<file path="src/rtl/skt_pkg.sv">
`default_nettype none

package skt_pkg;

    localparam logic [2:0] OP_INSERT = 3'd0;
    localparam logic [2:0] OP_FIND   = 3'd1;
    localparam logic [2:0] OP_READ   = 3'd2;
    localparam logic [2:0] OP_REMOVE = 3'd3;
    localparam logic [2:0] OP_SET    = 3'd4;

    localparam logic [1:0] STAT_OK        = 2'd0;
    localparam logic [1:0] STAT_NOT_FOUND = 2'd1;
    localparam logic [1:0] STAT_FULL      = 2'd2;
    localparam logic [1:0] STAT_RANGE     = 2'd3;

    typedef struct packed {
        logic [2:0]         opcode;
        logic signed [31:0] key_in;
        logic signed [31:0] value_in;
        logic [5:0]         position;
    } t_in_item;

    typedef struct packed {
        logic [1:0]         status;
        logic [5:0]         index_out;
        logic signed [31:0] key_out;
        logic signed [31:0] value_out;
        logic [6:0]         entry_count;
    } t_out_item;

    // Command broadcast to every cell of the chain
    typedef struct packed {
        logic               ins;
        logic               rm;
        logic               find;
        logic signed [31:0] key;
        logic signed [31:0] value;
        logic [5:0]         position;
    } t_cell_ctl;

    typedef enum logic {
        S_IDLE,
        S_BUSY
    } t_state;

endpackage

`default_nettype wire

</file>
<file path="src/rtl/skt_cell.sv">
`default_nettype none

module skt_cell import skt_pkg::*; #(
    parameter int IDX = 0
) (
    input  wire logic               i_clk,
    input  wire t_cell_ctl          i_ctl,
    input  wire logic               i_live,
    input  wire logic               i_left_gt,
    input  wire logic signed [31:0] i_left_key,
    input  wire logic signed [31:0] i_left_val,
    input  wire logic signed [31:0] i_right_key,
    input  wire logic signed [31:0] i_right_val,
    output logic                    o_gt,
    output logic                    o_hit,
    output logic signed [31:0]      o_key,
    output logic signed [31:0]      o_val
);

    logic signed [31:0] r_key;
    logic signed [31:0] r_val;
    logic signed [31:0] n_key;
    logic signed [31:0] n_val;
    logic               w_gt;
    logic               w_at_or_after;

    assign w_gt          = i_live && (r_key > i_ctl.key);
    assign w_at_or_after = (IDX >= int'(i_ctl.position));

    always_comb begin
        n_key = r_key;
        n_val = r_val;
        if (i_ctl.ins) begin
            // shift right behind the insertion point, take the new item at it
            if (i_left_gt) begin
                n_key = i_left_key;
                n_val = i_left_val;
            end else if (!i_live || w_gt) begin
                n_key = i_ctl.key;
                n_val = i_ctl.value;
            end
        end else if (i_ctl.rm && w_at_or_after) begin
            n_key = i_right_key;
            n_val = i_right_val;
        end
    end

    always_ff @(posedge i_clk) begin
        r_key <= n_key;
        r_val <= n_val;
    end

    assign o_gt  = w_gt;
    assign o_hit = i_ctl.find ? (i_live && (r_key == i_ctl.key))
                              : (IDX == int'(i_ctl.position));
    assign o_key = r_key;
    assign o_val = r_val;

endmodule

`default_nettype wire

</file>
<file path="config.mk">
export PLATFORM = sky130hd
export DESIGN_NAME = skt_cell
export DESIGN_NICKNAME = d
export VERILOG_FILES = /design/src/rtl/skt_pkg.sv /design/src/rtl/skt_cell.sv
export SDC_FILE = /design/constraint.sdc
export NUM_CORES = 1
export LEC_CHECK = 0
export ABC_AREA = 1
export BUFFER_PORTS_ARGS = -buffer_cell sky130_fd_sc_hd__buf_2
export CAP_MARGIN = 20
export CORE_AREA = 2 2 120 122
export CTS_CLUSTER_SIZE = 20
export DETAILED_ROUTE_END_ITERATION = 8
export DIE_AREA = 0 0 122 124
export PLACE_DENSITY = 0.59
export SETUP_SLACK_MARGIN = 0.2
export SKIP_LAST_GASP = 1
export SLEW_MARGIN = 25
export SYNTH_ARGS = -nofsm -noshare
export SYNTH_HDL_FRONTEND = slang
export SYNTH_SLANG_ARGS = --single-unit
</file>
<file path="constraint.sdc">
create_clock -name i_clk -period 5 [get_ports i_clk]
set_clock_uncertainty 0.15 [all_clocks]
set_input_delay 0.25 -clock i_clk [delete_from_list [all_inputs] [get_ports i_clk]]
set_output_delay 0.25 -clock i_clk [all_outputs]
set_load 0.03 [all_outputs]
</file>
# After elaboration in Yosys (flattened, before gate mapping)
# Index checks and enable logic that the tools add are counted.
# W data, S select, Z words.
totals:
  ff_bits: 64
  input_bits: 204
  out_inout_bits: 66
  wordCells: 23
op_classes:
  magnitude_cmp: 2
  eq_ne: 2
  n_mux: 9
  reduce_logical: 8
ops:
  columns: ["cell", "count"]
  rows:
  - ["$mux W32", 8]
  - ["$eq A32 B32 Y1", 1]
  - ["$gt A32 B32 Y1", 1]
  - ["$ge A1 B6 Y1 const A", 1]
  - ["$logic_not A6 Y1", 1]
  - ["$logic_and A1 B1 Y1", 3]
  - ["$ne A3 B1 Y1 const B", 1]
  - ["$reduce_and A2 Y1", 1]
  - ["$reduce_bool A2 Y1", 1]
  - ["$logic_not A1 Y1", 1]
  - ["$logic_or A1 B1 Y1", 1]
  - ["$mux W1", 1]

# Depth between registers and ports, before layout
logic_depth:
  depth_word: 6
  ltp_mapped: 16
  ltp_nobuf: 16

# Worst setup path before layout
# Ideal clock, no wire load.
synth_path:
  kind: "register to register"
  from: "register r_key[31] (netlist: o_key[31])"
  to: "register r_key[0] (netlist: o_key[0]) (enable)"
  setup_ps: 444
  t_arrival_ps: 3439
  required_time_ps: 4406
  setup_slack_ps: 966
  stages_incl_launch_ff: 10
  path_buffers: 0
  synth_period_minus_slack_ps: 4034
  path_cell_list: "edfxtp_1 ha_1 nand2_2 nor3_2 nand2_1 nor2_2 nand2_1 nand3_1 nand3_2 a21oi_2"
synth_between:
  elab_chain_cells: 5
synth_lines:
  columns: ["item", "line", "text"]
  rows:
  - ["start: declaration", "skt_cell.sv:20", "logic signed [31:0] r_key;"]
  - ["start signal: assignment", "skt_cell.sv:49", "r_key <= n_key;"]
  - ["$gt A32 B32 Y1", "skt_cell.sv:27", "assign w_gt = i_live && (r_key > i_ctl.key);"]
  - ["$logic_and A1 B1 Y1", "skt_cell.sv:27", null]
  - ["$logic_or A1 B1 Y1", "skt_cell.sv:38", "end else if (!i_live || w_gt) begin"]
  - ["$ne A3 B1 Y1 (no source line)", null, null]
  - ["$reduce_and A2 Y1 (no source line)", null, null]
# Every way passes these cells.
# A chain may end at the register's enable or synchronous reset.

# Worst setup path after layout
layout_path:
  from: "register r_key[31] (netlist: o_key[31])"
  to: "register r_val[26] (netlist: o_val[26]) (enable)"
layout_between:
  elab_chain_cells: 5
layout_lines:
  columns: ["item", "line", "text"]
  rows:
  - ["$gt A32 B32 Y1", "skt_cell.sv:27", null]
  - ["$logic_and A1 B1 Y1", "skt_cell.sv:27", null]
  - ["$logic_or A1 B1 Y1", "skt_cell.sv:38", null]
  - ["$ne A3 B1 Y1 (no source line)", null, null]
  - ["$reduce_and A2 Y1 (no source line)", null, null]
  - ["end signal: assignment", "skt_cell.sv:50", "r_val <= n_val;"]
  - ["end: declaration", "skt_cell.sv:21", "logic signed [31:0] r_val;"]
# Every way passes these cells.

==> results by group <==
Critical path
  – Max stage delay cell, worst path: buf_4
  – Kind of launch point of the worst setup path: flop
  – Total stage count of the critical path: 10
  – Cells along the critical path: ha_1 -> nand2_2 -> nor3_2 -> nand2_1 -> nor2_2 -> nand2_1 -> nand3_1 -> nand3_2 -> a21oi_4 -> buf_4
  – Critical Path Most Common Cell: nand2_1
  – Top fanout value on the critical path: 64
  – Critical Setup Path Class: reg -> reg
  – R2r endpoint: o_val[26]
  – Number of cells traversed by the worst register-to-register path: 10
  – Highest cell delay on the worst timing path: 680 ps
  – Required arrival time at the worst endpoint: 4810 ps
  – CP delay by family, top: simple AND/OR/NAND/NOR gates
  – WP buf/inv: 1
  – Reg2reg start: o_key[31]
  – Crit path DAT: 2800 ps
  – Register-to-register setup slack: 2010 ps
  – Kind of end point of the critical path: flop

Clock network
  – Clock input transition at the sequential cells of the worst setup and hold paths: 50 ps
  – Hold buffer count at cts: 0
  – Post CTS Setup Buffer Count: 0
  – CTS root buffer: clkbuf_16
  – TritonCTS Sinks: 64
  – Clock tree from TritonCTS: done
  – Worst skew pair latency: 330 ps
  – Cts repair resizes: 0
  – CTS HTree Levels: 3
  – Clock Path Buffers: 2
  – CTS Buf Count: 9

Synthesis
  – Mapped Nets: 739
  – Number of instances in the synthesized netlist: 503
  – Number of storage elements in the synthesis netlist: 64
  – Sequential cell area fraction in the yosys report: 0.469
  – Synth Cell Area: 0.00410 mm^2
  – Synth cell types: 24
  – Warnings from Yosys: 0
  – Mean instance size in the synthesized netlist: 8.15 um^2

Layout
  – Share of post-route cells with drive strength above 1: 0.388
  – Multi-input gate area: 0.00191 mm^2
  – Most frequent cells in the layout: buf_2 (269), o21ai_0 (110), nand2_1 (99)
  – Count of inserted antenna diode cells: 0
  – Register cell area after layout: 0.00192 mm^2
  – Utilization after layout: 0.428
  – Most common library cell in the layout ignoring fill and taps: buf_2
  – Syn-to-layout area delta: 43.2%
  – Number of nets in the layout: 997
  – Total of fill cells in the finished design: 1453

Routing
  – First-pass iteration count of the detailed router: 4
  – Routed vias/inst: 4.59
  – # DRC: 0
  – Final wirelength: 13400 um
  – Residual antenna-violating net count after detailed routing: 0
  – Detailed-route wire length per cell: 14.1 um
  – Number of vias after detailed routing: 4345
  – Number of DRC markers after the initial detailed-route iteration: 209

Min path
  – Cell count of the worst hold path: 3
  – Endpoint of the worst hold-timing path: o_key[7]
  – Type of the most critical hold path: in -> reg
  – Hold Crit Start: i_right_key[7]

Floorplan
  – # IOs: 270
  – DIE WIDTH: 122 um
  – Number of rows created at floorplan: 43
  – Core region area: 0.0137 mm^2
  – Die area: 0.0151 mm^2
  – Starting density of the core: 0.299
  – Floorplan die height: 124 um

Timing
  – Fin. max-slew vios: 0
  – Peak clock frequency supported by timing: 334 MHz
  – Normalized max-slew margin: 0.430
  – Total negative slack for setup checks: 0 ps
  – Tmin final: 2990 ps
  – Post-route clock period utilization: 0.599
  – Count of final hold-check violations: 0
  – RSZ-0062 raised after global routing: false
  – Final setup violating endpoints: 0
  – Measured slew at the worst slew-check pin: 855 ps

Outcome
  – Result of the run: finished clean

Global route
  – Vias in the first global route: 4148
  – First-pass GRT wire length: 20200 um
  – GRT Resource Usage Total: 0.175
  – Overflow left after global routing: 0
  – Pin count of the biggest net entering global routing: 67
  – Antenna violations before repair: 0

Run
  – Max Cap Viol: 0

Pwr
  – Leakage power: 2.91 nW
  – Pwr Density: 279 mW/mm^2
  – Overall power after layout: 1.64 mW
  – Worst IR Drop VDD: 116 uV

Placed design
  – Count of port buffers added during placement: 269
  – Gp weighted congestion: 0.767
  – Placed wire-length estimate: 9710 um
[worst min-delay path: stages]
cell     delay, ps
buf_2           70
nand2_1         40
o21ai_0         60
[sequential cells by signal, summed over array words and instances, names as in the netlist]
register	flops
o_key	32
o_val	32
[kinds of logic (layout without fill, tap and decap cells)]
| group | after synthesis | count (layout) | synth area share |
|---|---|---|---|
| AOI/OAI and AO/OA | 149 | 149 | 0.185 |
| and+or+nand+nor | 187 | 187 | 0.180 |
| buffers and inverters | 71 | 334 | 0.0675 |
| DFF | 64 | 64 | 0.469 |
| adders and majority gates | 32 | 32 | 0.0977 |
[through the flow]
stage	hold WS, ps	cells	setup WS [ps]	area [um^2]
5_1_grt	52.8	946	1700	5870
6_report	47.2	946	2010	5870
3_5_place_dp	384	930	1910	5600
3_3_place_gp	382	930	1970	5600
4_1_cts	26.7	946	1910	5870
2_1_floorplan	291	503	966	4100
[power breakdown]
| group | internal, mW | switching [mW] |
|---|---|---|
| Sequential | 0.650 | 0.0163 |
| Clock | 0.329 | 0.231 |
| Combinational | 0.150 | 0.262 |
[worst max-delay path by stage]
stage,start,to,slack [ps]
final,o_key[31],o_val[26],2010
after global routing,o_key[31],o_val[29],1700
after CTS,o_key[31],o_val[27],1910
after detailed placement,o_key[31],o_val[29],1910
after global placement,o_key[31],o_val[15],1970
after floorplan,o_key[31],o_key[0],970
[synth_stat cells]
master | n | area share
clkbuf_1 | 18 | 0.016
inv_1 | 43 | 0.039
nand2_2 | 1 | 0.0015
or4_1 | 1 | 0.0018
nand4_1 | 3 | 0.0046
a21oi_2 | 1 | 0.0021
nand3_1 | 3 | 0.0037
buf_2 | 8 | 0.0098
o31ai_1 | 1 | 0.0018
nor2_1 | 74 | 0.068
nor2_2 | 2 | 0.0031
edfxtp_1 | 64 | 0.47
ha_1 | 32 | 0.098
buf_1 | 1 | 0.00092
nand2_1 | 99 | 0.091
nor3_2 | 1 | 0.0024
o21a_1 | 1 | 0.0018
a21o_1 | 2 | 0.0037
nand3_2 | 1 | 0.0024
a21oi_1 | 14 | 0.017
nor3_1 | 2 | 0.0024
o21ai_0 | 110 | 0.13
o21ai_1 | 20 | 0.024
inv_2 | 1 | 0.00092
[area by class of cell]
type,count,share of cell area
clock buffers,9,0.0384
clock inverters,7,0.00661
inverters,44,0.0282
multi-input cells,368,0.325
flip-flops and latches,64,0.328
well taps,180,0.0384
repair buffers,274,0.236
[routing by layer]
| metal | track usage | routed length, um | part of all wire |
|---|---|---|---|
| met2 | 0.301 | 6410 | 0.48 |
| met4 | 0.0704 | 183 | 0.014 |
| met1 | 0.206 | 5590 | 0.42 |
| met3 | 0.0517 | 1200 | 0.090 |
| met5 | 0 | 0 | 0 |
No activity file was read; power rests on OpenSTA's default activity.
